File: config.mk
export PLATFORM = sky130hd
export DESIGN_NAME = ffl_div
export DESIGN_NICKNAME = d
export VERILOG_FILES = /design/src/rtl/ffl_pkg.sv /design/src/rtl/ffl_div.sv
export SDC_FILE = /design/constraint.sdc
export NUM_CORES = 2
export LEC_CHECK = 0
export ABC_AREA = 1
export BUFFER_PORTS_ARGS = -buffer_cell sky130_fd_sc_hd__buf_2
export CORE_ASPECT_RATIO = 1.5
export CORE_MARGIN = 2
export CORE_UTILIZATION = 35
export CTS_CLUSTER_SIZE = 16
export DETAILED_ROUTE_END_ITERATION = 10
export PLACE_DENSITY_LB_ADDON = 0.15
export SLEW_MARGIN = 5
export SYNTH_ARGS = -nofsm -noshare
export SYNTH_HDL_FRONTEND = slang
export SYNTH_SLANG_ARGS = --single-unit
File: constraint.sdc
create_clock -name clk -period 2.9 [get_ports clk]
set_clock_uncertainty 0.05 [all_clocks]
set_input_delay 0.145 -clock clk [delete_from_list [all_inputs] [get_ports clk]]
set_output_delay 0.145 -clock clk [all_outputs]
set_load 0.005 [all_outputs]
File: src/rtl/ffl_pkg.sv
// ffl_pkg: shared constants, types and tables for the fog factor table entry block
// depends on nothing; used by ffl_div, ffl_exp, fog_factor_lut_entry and the dv checker and bench
package ffl_pkg;

    localparam int IDX_W             = 7;
    localparam int TABLE_ENTRIES_DEF = 128;
    localparam int Z_DEPTH           = (1 << IDX_W) + 1;
    localparam int ZI_W              = $clog2(Z_DEPTH);
    localparam int Z_W               = 27;
    localparam int F_W               = 17;
    localparam int T_W               = 35;
    localparam int WORD_W            = 24;
    localparam int DIV_STAGES        = 17;
    localparam int EXP_STAGES        = 5;
    localparam int PAD_STAGES        = DIV_STAGES - EXP_STAGES;

    // eye distance numerator 2000 * 65536 (times entries), denominator factor
    localparam longint unsigned NUM_SCALE = 64'd131072000;
    localparam longint unsigned DEN_MUL   = 64'd19999;

    localparam logic [16:0] LOG2E   = 17'd94548;
    localparam logic [15:0] LN2     = 16'd45426;
    localparam logic [F_W-1:0] F_ONE = 17'd65536;

    localparam logic [10:0] VAL_MAX   = 11'h7FF;
    localparam logic signed [17:0] DELTA_MIN = -18'sd4096;
    localparam logic signed [17:0] DELTA_MAX = 18'sd4095;
    localparam int VAL_SHIFT = 13;

    typedef enum logic [1:0] {
        MODE_LINEAR = 2'd0,
        MODE_EXP    = 2'd1,
        MODE_OFF    = 2'd2,
        MODE_SPARE  = 2'd3
    } fog_mode_t;

    typedef enum logic [1:0] {
        REG_MODE    = 2'd0,
        REG_START   = 2'd1,
        REG_END     = 2'd2,
        REG_DENSITY = 2'd3
    } cfg_reg_t;

    // linear fog outcome decided before the divider
    typedef enum logic [1:0] {
        LIN_ONE  = 2'd0,
        LIN_ZERO = 2'd1,
        LIN_DIV  = 2'd2
    } lin_cls_t;

    function automatic logic [15:0] pow2_frac(input logic [3:0] j);
        logic [15:0] r;
        begin
            case (j)
                4'd0:    r = 16'd0;      // stands for 65536, handled by caller
                4'd1:    r = 16'd62757;
                4'd2:    r = 16'd60097;
                4'd3:    r = 16'd57549;
                4'd4:    r = 16'd55109;
                4'd5:    r = 16'd52773;
                4'd6:    r = 16'd50535;
                4'd7:    r = 16'd48393;
                4'd8:    r = 16'd46341;
                4'd9:    r = 16'd44376;
                4'd10:   r = 16'd42495;
                4'd11:   r = 16'd40693;
                4'd12:   r = 16'd38968;
                4'd13:   r = 16'd37316;
                4'd14:   r = 16'd35734;
                default: r = 16'd34219;
            endcase
            return r;
        end
    endfunction

    function automatic logic [16:0] pow2_tab(input logic [3:0] j);
        logic [16:0] r;
        begin
            r = (j == 4'd0) ? 17'd65536 : {1'b0, pow2_frac(j)};
            return r;
        end
    endfunction

endpackage

File: src/rtl/ffl_div.sv
// ffl_div: pipelined restoring divider, one quotient bit per stage
// depends on ffl_pkg; quotient known to stay below 2^17
module ffl_div (
    input  logic                      clk,
    input  logic                      en,
    input  logic [31:0]               num,
    input  logic [31:0]               den,
    output logic [ffl_pkg::F_W-1:0]   quo
);
    import ffl_pkg::*;

    localparam int R_W = 48;

    logic [R_W-1:0] rem_reg [0:DIV_STAGES-1];
    logic [31:0]    den_reg [0:DIV_STAGES-1];
    logic [F_W-1:0] quo_reg [0:DIV_STAGES-1];

    for (genvar g = 0; g < DIV_STAGES; g++) begin : g_stage
        localparam int B = DIV_STAGES - 1 - g;
        logic [R_W-1:0] rem_in;
        logic [31:0]    den_in;
        logic [F_W-1:0] quo_in;
        logic [R_W:0]   trial;
        logic           fits;

        if (g == 0) begin : g_first
            assign rem_in = {num, 16'd0};
            assign den_in = den;
            assign quo_in = '0;
        end else begin : g_rest
            assign rem_in = rem_reg[g-1];
            assign den_in = den_reg[g-1];
            assign quo_in = quo_reg[g-1];
        end

        // trial subtract of the divisor at this bit weight
        assign trial = {1'b0, rem_in} - ({17'd0, den_in} << B);
        assign fits  = ~trial[R_W];

        always_ff @(posedge clk)
        begin
            if (en)
            begin
                rem_reg[g] <= fits ? trial[R_W-1:0] : rem_in;
                den_reg[g] <= den_in;
                quo_reg[g] <= quo_in | (F_W'(fits) << B);
            end
        end
    end

    assign quo = quo_reg[DIV_STAGES-1];

endmodule

==> key figures <==
Status
  • Outcome: complete, no violations

Floorplanning
  • Rows: 233
  • Chip height: 639 um
  • Die area: 273000 um^2
  • Core area: 268000 um^2
  • Die width: 427 um
  • Initial Util: 35.1%
  • Top-Level Pins: 83

Setup path
  • Delay-heaviest family, CP: simple AND/OR/NAND/NOR gates
  • Crit path capture type: flop
  • Critical-path maximum fanout: 4
  • CP Class: reg2reg
  • Worst setup path end: rem_reg[0][746]
  • Slowest cell on crit path: ha_1
  • Critical Path RT: 3.41 ns
  • R2R Path End: rem_reg[0][746]
  • Worst path most repeated cell: nand2_1
  • Buf/Inv on CP: 4
  • Worst R2R Setup Slack: 0.06 ns
  • Worst path depth: 13
  • Worst r2r src: rem_reg[0][696]
  • CP Cell Sequence: ha_1 > nand2_1 > buf_4 > nor2_1 > nand2_1 > inv_1 > nand2_1 > inv_1 > nand2_1 > inv_1 > o21ai_1 > nand3_1 > nand2_1
  • CP Launch Type: flop
  • CP max stage delay: 0.46 ns
  • Worst Setup SP: rem_reg[0][696]
  • Reg2reg path depth: 13
  • Crit path arrival time: 3.35 ns

Timing
  • FMAX: 353 MHz
  • Hold slack: 0.0636 ns
  • RSZ-0062 raised after global routing: true
  • Min cycle time layout: 2.84 ns
  • Worst Tran Pin Value: 1.06 ns
  • Period utilisation layout: 97.8%
  • Final setup violating endpoints: 0
  • Max-slew violations: 0
  • Setup TNS: 0 ns
  • Rel. slew slack: 29.0%
  • Hold Violations, Final: 0

Global route
  • Overflow after GRT: 0
  • First-pass GRT wire length: 580 mm
  • Antenna violations before repair: 13
  • Pin count of the biggest net entering global routing: 93
  • Total Routing Usage GR: 29.6%
  • Vias in the first global route: 89000

Pwr
  • Final Total Pwr: 112 mW
  • Lkg Pwr: 56.3 nW
  • Worst vdd ir: 0.434 mV
  • Pwr/cell area: 1000 nW/um^2

Layout
  • Fillers: 28200
  • Nets: 15000
  • Share of cells above drive strength 1: 9.63%
  • Max FFs per register: 632
  • Multi-input logic area: 44700 um^2
  • Layout Cell Area excl Fill: 112000 um^2
  • FF+latch area: 38900 um^2
  • Area growth from synthesis to layout: 19.2%

Logic synthesis
  • Post-synth top flop: edfxtp_1
  • Most frequent cell after synthesis: nand2_1
  • Distinct cells, synth: 42
  • Avg Inst Size Synth: 7.08 um^2
  • Async set or reset register ratio after synthesis: 0%
  • #FFs+latches synth: 1297
  • Yosys top cell by area: edfxtp_1
  • Most common library cells after synthesis: nand2_1, inv_1, edfxtp_1
  • EDFF count, synth: 1297
  • Post-Syn Area: 94100 um^2
  • Yosys warns: 0
  • Post-Syn Instances: 13300
  • Seq/Total Area, Yosys: 41.4%
  • Synth top area share: 41.4%
  • Synth top area cells: edfxtp_1, nand2_1, inv_1, ha_1, nor2_1
  • Post-Syn Nets: 13900

Run
  • Total of max-cap violations: 0

Clock network
  • CTS clock-pin slew for the worst setup and hold paths: 0.07 ns
  • CTS tree: done
  • Worst skew pair latency: 0.88 ns
  • Root Driver: clkbuf_16
  • Cts bufs inserted: 154
  • Clk sinks: 1297
  • CTS max path bufs: 4
  • H-tree levels: 4

Drt
  • Drt pass-1 iters: 9
  • Post-route antenna net violation count: 0
  • Via density: 4.84
  • DRT iter0 DRCs: 5403
  • Via count: 87200
  • DRC: 0
  • Wire per inst: 22.7 um
  • Routed WL: 409 mm

Place
  • Port-buffer cells: 82
  • Final Wtd Congestion: 1.03
  • Post-DP Area: 106000 um^2
  • Post-DP HPWL: 344 mm

Worst hold path
  • Hold Crit Start: den[1]
  • Min-delay worst type: in2reg
-- power breakdown --
group          total [mW]  internal, mW  switching, mW
logic                61.3          21.4           39.9
registers            31.1          27.1           4.07
clock network        19.7          11.2           8.49
total                 112          59.7           52.5
-- worst reg2reg max path: stages, from the launching register on --
cell and delay [ns]:
edfxtp_1 0.43, ha_1 0.46, nand2_1 0.15, buf_4 0.18, nor2_1 0.23, nand2_1 0.11
inv_1 0.09, nand2_1 0.23, inv_1 0.12, nand2_1 0.08, inv_1 0.07, o21ai_1 0.11
nand3_1 0.15, nand2_1 0.06
-- placed cells by master, fill, tap and decap left out, drive strengths merged, types with 10 or more instances in the layout --
cell type    instances
a21oi              487
and2                14
buf                947
bufinv              15
clkbuf             181
clkinv              54
clkinvlp            10
dlygate4sd3         96
edfxtp            1297
fa                  16
ha                 528
inv               2711
nand2             5223
nand3              763
nand3b             113
nand4              120
nor2              1122
nor3               106
nor4                18
o21ai              312
o21bai              27
or2                 10
xnor2              170
xor2               118
-- per-stage QoR --
step,setup WS (ns),util (%),cells
3_3_place_gp,-0.299,39.4,17600
2_1_floorplan,0.655,-,13300
4_1_cts,0.0000726,41.6,18000
3_5_place_dp,-0.302,39.4,17600
5_1_grt,-0.0195,41.9,18000
6_report,0.0640,41.9,18000
-- worst min-delay path by stage --
stage	cells after the start	slack [ns]	to
5_1_grt	2	0.07	den_reg[0][1]
4_1_cts	2	0.007	den_reg[0][1]
3_5_place_dp	1	0.31	den_reg[0][0]
6_report	2	0.06	den_reg[0][1]
2_1_floorplan	0	0.19	den_reg[0][0]
3_3_place_gp	1	0.29	den_reg[0][0]
-- metal layers --
metal  routed length, um  vias to the layer above  track usage (%)  share of wire, %
met2              218000                     2331             57.0                53
met3               13800                     1367             3.62               3.4
met1              125000                    39800             24.9                31
met5                  33                        -                0            0.0081
met4               52000                        6             30.3                13
li1                    -                    43600                -                 -
-- area by class of cell --
type	instances	share of cell area [%]
clock buffers	179	3.58
diodes	3	0.00669
repair buffers	1045	8.08
inverters	2706	9.07
multi-input cells	9167	39.8
clock inverters	84	0.770
well taps	3525	3.93
flip-flops and latches	1297	34.7
-- cell families after synthesis --
family,share of synthesized area [%]
compound gates,4.83
xor+xnor,2.68
fa+ha+maj,7.36
buf+inv,11.6
flops,41.4
simple gates,32.1
-- timing repair --
item / CTS / global route
endpoints found under the hold margin: 319 / 0
pin swaps: 1 / 0
resized for setup: 14 / 107
buffers inserted: 2 / 15
setup endpoints to repair: 55 / 226
gates cloned: 0 / 2
hold buffers: 96 / 0
(Power assumes the default switching activity.)
