File: config.mk
export PLATFORM = sky130hd
export DESIGN_NAME = ffl_exp
export DESIGN_NICKNAME = d
export VERILOG_FILES = /design/src/rtl/ffl_pkg.sv /design/src/rtl/ffl_exp.sv
export SDC_FILE = /design/constraint.sdc
export NUM_CORES = 2
export LEC_CHECK = 0
export BUFFER_PORTS_ARGS = -buffer_cell sky130_fd_sc_hd__buf_2
export CAP_MARGIN = 20
export CORE_UTILIZATION = 25
export CTS_BUF_LIST = sky130_fd_sc_hd__clkbuf_16
export CTS_CLUSTER_DIAMETER = 100
export CTS_CLUSTER_SIZE = 24
export DETAILED_ROUTE_END_ITERATION = 10
export HOLD_SLACK_MARGIN = 0.03
export PLACE_DENSITY_LB_ADDON = 0.12
export RECOVER_POWER = 100
export SLEW_MARGIN = 0
export SYNTH_ARGS = -nofsm -noshare
export SYNTH_HDL_FRONTEND = slang
export SYNTH_SLANG_ARGS = --single-unit
File: constraint.sdc
create_clock -name clk -period 9.76 [get_ports clk]
set_input_delay 1.464 -clock clk [delete_from_list [all_inputs] [get_ports clk]]
set_output_delay 1.464 -clock clk [all_outputs]
set_load 0.01 [all_outputs]
File: src/rtl/ffl_pkg.sv
// ffl_pkg: shared constants, types and tables for the fog factor table entry block
// depends on nothing; used by ffl_div, ffl_exp, fog_factor_lut_entry and the dv checker and bench
package ffl_pkg;

    localparam int IDX_W             = 7;
    localparam int TABLE_ENTRIES_DEF = 128;
    localparam int Z_DEPTH           = (1 << IDX_W) + 1;
    localparam int ZI_W              = $clog2(Z_DEPTH);
    localparam int Z_W               = 27;
    localparam int F_W               = 17;
    localparam int T_W               = 35;
    localparam int WORD_W            = 24;
    localparam int DIV_STAGES        = 17;
    localparam int EXP_STAGES        = 5;
    localparam int PAD_STAGES        = DIV_STAGES - EXP_STAGES;

    // eye distance numerator 2000 * 65536 (times entries), denominator factor
    localparam longint unsigned NUM_SCALE = 64'd131072000;
    localparam longint unsigned DEN_MUL   = 64'd19999;

    localparam logic [16:0] LOG2E   = 17'd94548;
    localparam logic [15:0] LN2     = 16'd45426;
    localparam logic [F_W-1:0] F_ONE = 17'd65536;

    localparam logic [10:0] VAL_MAX   = 11'h7FF;
    localparam logic signed [17:0] DELTA_MIN = -18'sd4096;
    localparam logic signed [17:0] DELTA_MAX = 18'sd4095;
    localparam int VAL_SHIFT = 13;

    typedef enum logic [1:0] {
        MODE_LINEAR = 2'd0,
        MODE_EXP    = 2'd1,
        MODE_OFF    = 2'd2,
        MODE_SPARE  = 2'd3
    } fog_mode_t;

    typedef enum logic [1:0] {
        REG_MODE    = 2'd0,
        REG_START   = 2'd1,
        REG_END     = 2'd2,
        REG_DENSITY = 2'd3
    } cfg_reg_t;

    // linear fog outcome decided before the divider
    typedef enum logic [1:0] {
        LIN_ONE  = 2'd0,
        LIN_ZERO = 2'd1,
        LIN_DIV  = 2'd2
    } lin_cls_t;

    function automatic logic [15:0] pow2_frac(input logic [3:0] j);
        logic [15:0] r;
        begin
            case (j)
                4'd0:    r = 16'd0;      // stands for 65536, handled by caller
                4'd1:    r = 16'd62757;
                4'd2:    r = 16'd60097;
                4'd3:    r = 16'd57549;
                4'd4:    r = 16'd55109;
                4'd5:    r = 16'd52773;
                4'd6:    r = 16'd50535;
                4'd7:    r = 16'd48393;
                4'd8:    r = 16'd46341;
                4'd9:    r = 16'd44376;
                4'd10:   r = 16'd42495;
                4'd11:   r = 16'd40693;
                4'd12:   r = 16'd38968;
                4'd13:   r = 16'd37316;
                4'd14:   r = 16'd35734;
                default: r = 16'd34219;
            endcase
            return r;
        end
    endfunction

    function automatic logic [16:0] pow2_tab(input logic [3:0] j);
        logic [16:0] r;
        begin
            r = (j == 4'd0) ? 17'd65536 : {1'b0, pow2_frac(j)};
            return r;
        end
    endfunction

endpackage

File: src/rtl/ffl_exp.sv
// ffl_exp: pipelined exp(-t) in Q.16 via base-2 split, table and quadratic tail
// depends on ffl_pkg; registers advance only under enable
module ffl_exp (
    input  logic                      clk,
    input  logic                      en,
    input  logic [ffl_pkg::T_W-1:0]   t,
    output logic [ffl_pkg::F_W-1:0]   f
);
    import ffl_pkg::*;

    logic [35:0]    u_reg;
    logic [51:0]    u_prod;
    logic [11:0]    a_reg;
    logic [27:0]    a_prod;
    logic [3:0]     j1_reg, j2_reg;
    logic [4:0]     n1_reg, n2_reg, n3_reg;
    logic           z1_reg, z2_reg, z3_reg;
    logic [16:0]    tail_reg;
    logic [16:0]    tail_next;
    logic [23:0]    a_sq;
    logic [33:0]    p_prod;
    logic [16:0]    p_reg;
    logic [F_W-1:0] f_reg;

    assign u_prod    = 52'(t) * 52'(LOG2E);
    assign a_prod    = 28'(u_reg[11:0]) * 28'(LN2);
    assign a_sq      = 24'(a_reg) * 24'(a_reg);
    assign tail_next = 17'd65536 - 17'(a_reg) + 17'(a_sq >> 17);
    // table index sits in the same stage as the tail register
    assign p_prod    = 34'(pow2_tab(j2_reg)) * 34'(tail_reg);

    always_ff @(posedge clk)
    begin
        if (en)
        begin
            // exponent in base 2
            u_reg    <= u_prod[51:16];
            // fraction times ln2, split of integer part
            a_reg    <= a_prod[27:16];
            j1_reg   <= u_reg[15:12];
            n1_reg   <= u_reg[20:16];
            z1_reg   <= (u_reg[35:16] >= 20'd17);
            // quadratic tail
            tail_reg <= tail_next;
            j2_reg   <= j1_reg;
            n2_reg   <= n1_reg;
            z2_reg   <= z1_reg;
            // table product
            p_reg    <= p_prod[32:16];
            n3_reg   <= n2_reg;
            z3_reg   <= z2_reg;
            // integer shift
            f_reg    <= z3_reg ? '0 : (p_reg >> n3_reg);
        end
    end

    assign f = f_reg;

endmodule

==> flow_summary.toml <==
[status]
outcome = "finished with violations"
violations = "max-capacitance violations, max-slew violations"

[synthesis]
synthMuxAreaShare = 0.0128
postSynthNetCount = 4059
synth_enable_flop_cells = 125
synth-compound-area-share = 0.0637
yosysSeqAreaShare = 0.136
ys_ff_latch = 141
synthXorXnorAreaFrac = 0.0255
synth_top_family_by_area = "adder cells"
synth_cell_types = 75
syn-cell-area_um2 = 29900
synthCells = 3010
syn_area_per_cell_um2 = 9.92
synth-simple-area-share = 0.0992
yosys_warnings = 0
synthArstFlopShare = 0
synthAdderAreaFrac = 0.557
synth_ff_type = "edfxtp_1"

[run]
max_cap_viol_count = 2

[clocking]
postCtsSetupBuffers = 0
postCtsHoldBufs = 0
cts_max_level = 4
tritoncts = "built"
clk-insertion-delay-late_ns = 0.46
cts_buffer_depth = 2
cts_resized = 0
clkTransAtPathRegs_ns = 0.06
cts.sinks = 141
cts_made_buffers = 17
clockRootBuffer = "clkbuf_16"

[setup_path]
cp.required_ns = 9.97
worst_r2r_startpoint = "j2_reg[1]"
critPathMaxFanout = 128
path_cells = "or4_2 -> buf_4 -> and2_0 -> nand2_1 -> fa_1 -> fa_1 -> fa_1 -> fa_1 -> inv_1 -> fa_1 -> inv_1 -> fa_1 -> inv_1 -> ha_1 -> nand2_1 -> nor3_1 -> nand3b_1 -> a31oi_1 -> clkbuf_1 -> a311oi_1 -> o311ai_0 -> a31oi_1 -> xnor2_1"
end_kind = "flip-flop"
critPathBufInv = 5
worst_path_most_repeated_cell = "fa_1"
cp_slowest_cell = "or4_2"
slowest_delay_ns = 0.67
critPathLaunchType = "flip-flop"
r2r_slack_ns = 1.57
critPathKind = "flip-flop to flip-flop"
r2r_end = "p_reg[16]"
cp.arrival_ns = 8.40
reg2reg_depth = 23
crit_family = "adder cells"

[floorplanning]
dieHeight_um = 348
die-area_um2 = 121000
die_w_um = 348
start_util = 0.253
rows = 126
pin_count = 54
core_um2 = 118000

[sta]
min_period_over_period = 0.839
tns_ns = 0
finalSetupViolations = 0
worstMarginPinSlew_ns = 3.97
finalCriticalPeriod_ns = 8.19
fmaxAchievable_mhz = 122
maxSlewViolCount = 134
rsz0062_at_grt = "false"
finalHoldViolCount = 0
relSlewSlack = -1.65
clock-skew-final_ns = 0.0107

[detailed_routing]
ant_nets = 0
post-route-drc-count = 0
viasPerCell = 4.33
num_vias = 19700
firstDrtPassIters = 5
routedWlPerCell_um = 16.4
drt-total-wl_mm = 74.7
first_iter_violations = 851

[global_route]
overflow = 0
grt_max_degree = 129
grtUsageTotal = 0.129
grt_pass1_wl_mm = 122
first_global_vias = 22000
antenna_found_initial = 0

[finish]
syn2layout_area_growth_pct = 8.23
layout.nets = 4061
antenna_cells = 0
drive_gt1_frac = 0.0268

[min_path]
hold_depth = 0
min-delay-start = "n1_reg[2]"
hold_end = "n2_reg[2]"
min_path_type = "flip-flop to flip-flop"

[place]
place_hpwl_mm = 64.5
portBuffers = 53
place_congestion = 0.771
[through the flow]
step	utilization	cells	area, um^2	setup slack (ns)	hold WS (ns)
floorplan	-	3010	29900	3.03	0.400
global placement	0.269	4529	31800	1.83	0.402
detailed placement	0.269	4529	31800	1.78	0.406
CTS	0.274	4561	32400	1.76	0.421
global route	0.273	4561	32300	0.913	0.434
finish	0.273	4561	32300	1.57	0.418
[layout by cell type (no fill, tap or decap), drive strengths merged, types with 12 or more instances in the layout]
| cell type | count |
|---|---|
| clkbuf | 42 |
| edfxtp | 125 |
| o22ai | 13 |
| dfxtp | 16 |
| nor2 | 86 |
| inv | 766 |
| xnor2 | 53 |
| a21oi | 92 |
| nand3 | 18 |
| o21ai | 45 |
| nand4 | 12 |
| nor3 | 16 |
| xor2 | 34 |
| a21o | 29 |
| a211oi | 12 |
| ha | 482 |
| and2 | 52 |
| buf | 37 |
| fa | 530 |
| mux2i | 28 |
| and3 | 120 |
| nand2 | 252 |
[cell usage after synthesis (7+ instances only)]
master,n,area share
inv_1,758,0.095
fa_1,530,0.36
ha_1,482,0.20
nand2_1,251,0.032
edfxtp_1,125,0.13
and3_1,120,0.025
a21oi_1,89,0.015
nor2_1,86,0.011
clkbuf_1,70,0.0088
xnor2_1,53,0.016
and2_1,49,0.010
xor2_1,34,0.010
a21o_1,29,0.0073
mux2i_1,28,0.0094
o21ai_0,25,0.0042
o21ai_1,19,0.0032
nand3_1,18,0.0030
dfxtp_1,16,0.011
nor3_1,16,0.0027
o22ai_1,13,0.0027
nand4_1,12,0.0025
a211oi_1,11,0.0028
nand2b_1,11,0.0023
o21a_1,11,0.0028
a31oi_1,10,0.0021
nor2b_1,8,0.0017
nor4_1,8,0.0017
o21bai_1,8,0.0020
mux2_2,7,0.0026
[worst max path at each step]
stage | cells after the start | from | end | slack, ns
floorplan | 24 | j2_reg[1] | p_reg[14] | 3.03
global placement | 22 | j2_reg[1] | p_reg[14] | 1.83
detailed placement | 23 | j2_reg[1] | p_reg[14] | 1.78
CTS | 23 | j2_reg[1] | p_reg[14] | 1.76
global route | 25 | j2_reg[3] | p_reg[16] | 0.91
finish | 23 | j2_reg[1] | p_reg[16] | 1.57
[metal layers]
layer / up-vias / global-route usage / share of wire
met5: - / 0 / 0
met4: 0 / 0.0241 / 0.012
met3: 41 / 0.0100 / 0.016
met2: 183 / 0.232 / 0.51
met1: 9962 / 0.169 / 0.47
li1: 9550 / - / -
[area by class of cell]
class | instances | area, um^2
Fill cell | 12800 | 85900
Multi-Input combinational cell | 2033 | 22600
Sequential cell | 141 | 4070
Inverter | 760 | 2850
Tap cell | 1536 | 1920
Clock buffer | 20 | 500
Timing Repair Buffer | 59 | 278
Clock inverter | 12 | 67.6
[logic make-up after synthesis]
kind of cell,count (synthesis)
AOI/OAI and AO/OA,288
xor gates and xnor gates,87
adders and majority gates,1012
buffers and inverters,836
DFF,141
muxes,36
and+or+nand+nor,610
Power is not shown: default switching activity piles up to over one toggle a cycle in this logic, so the estimate is an artifact.
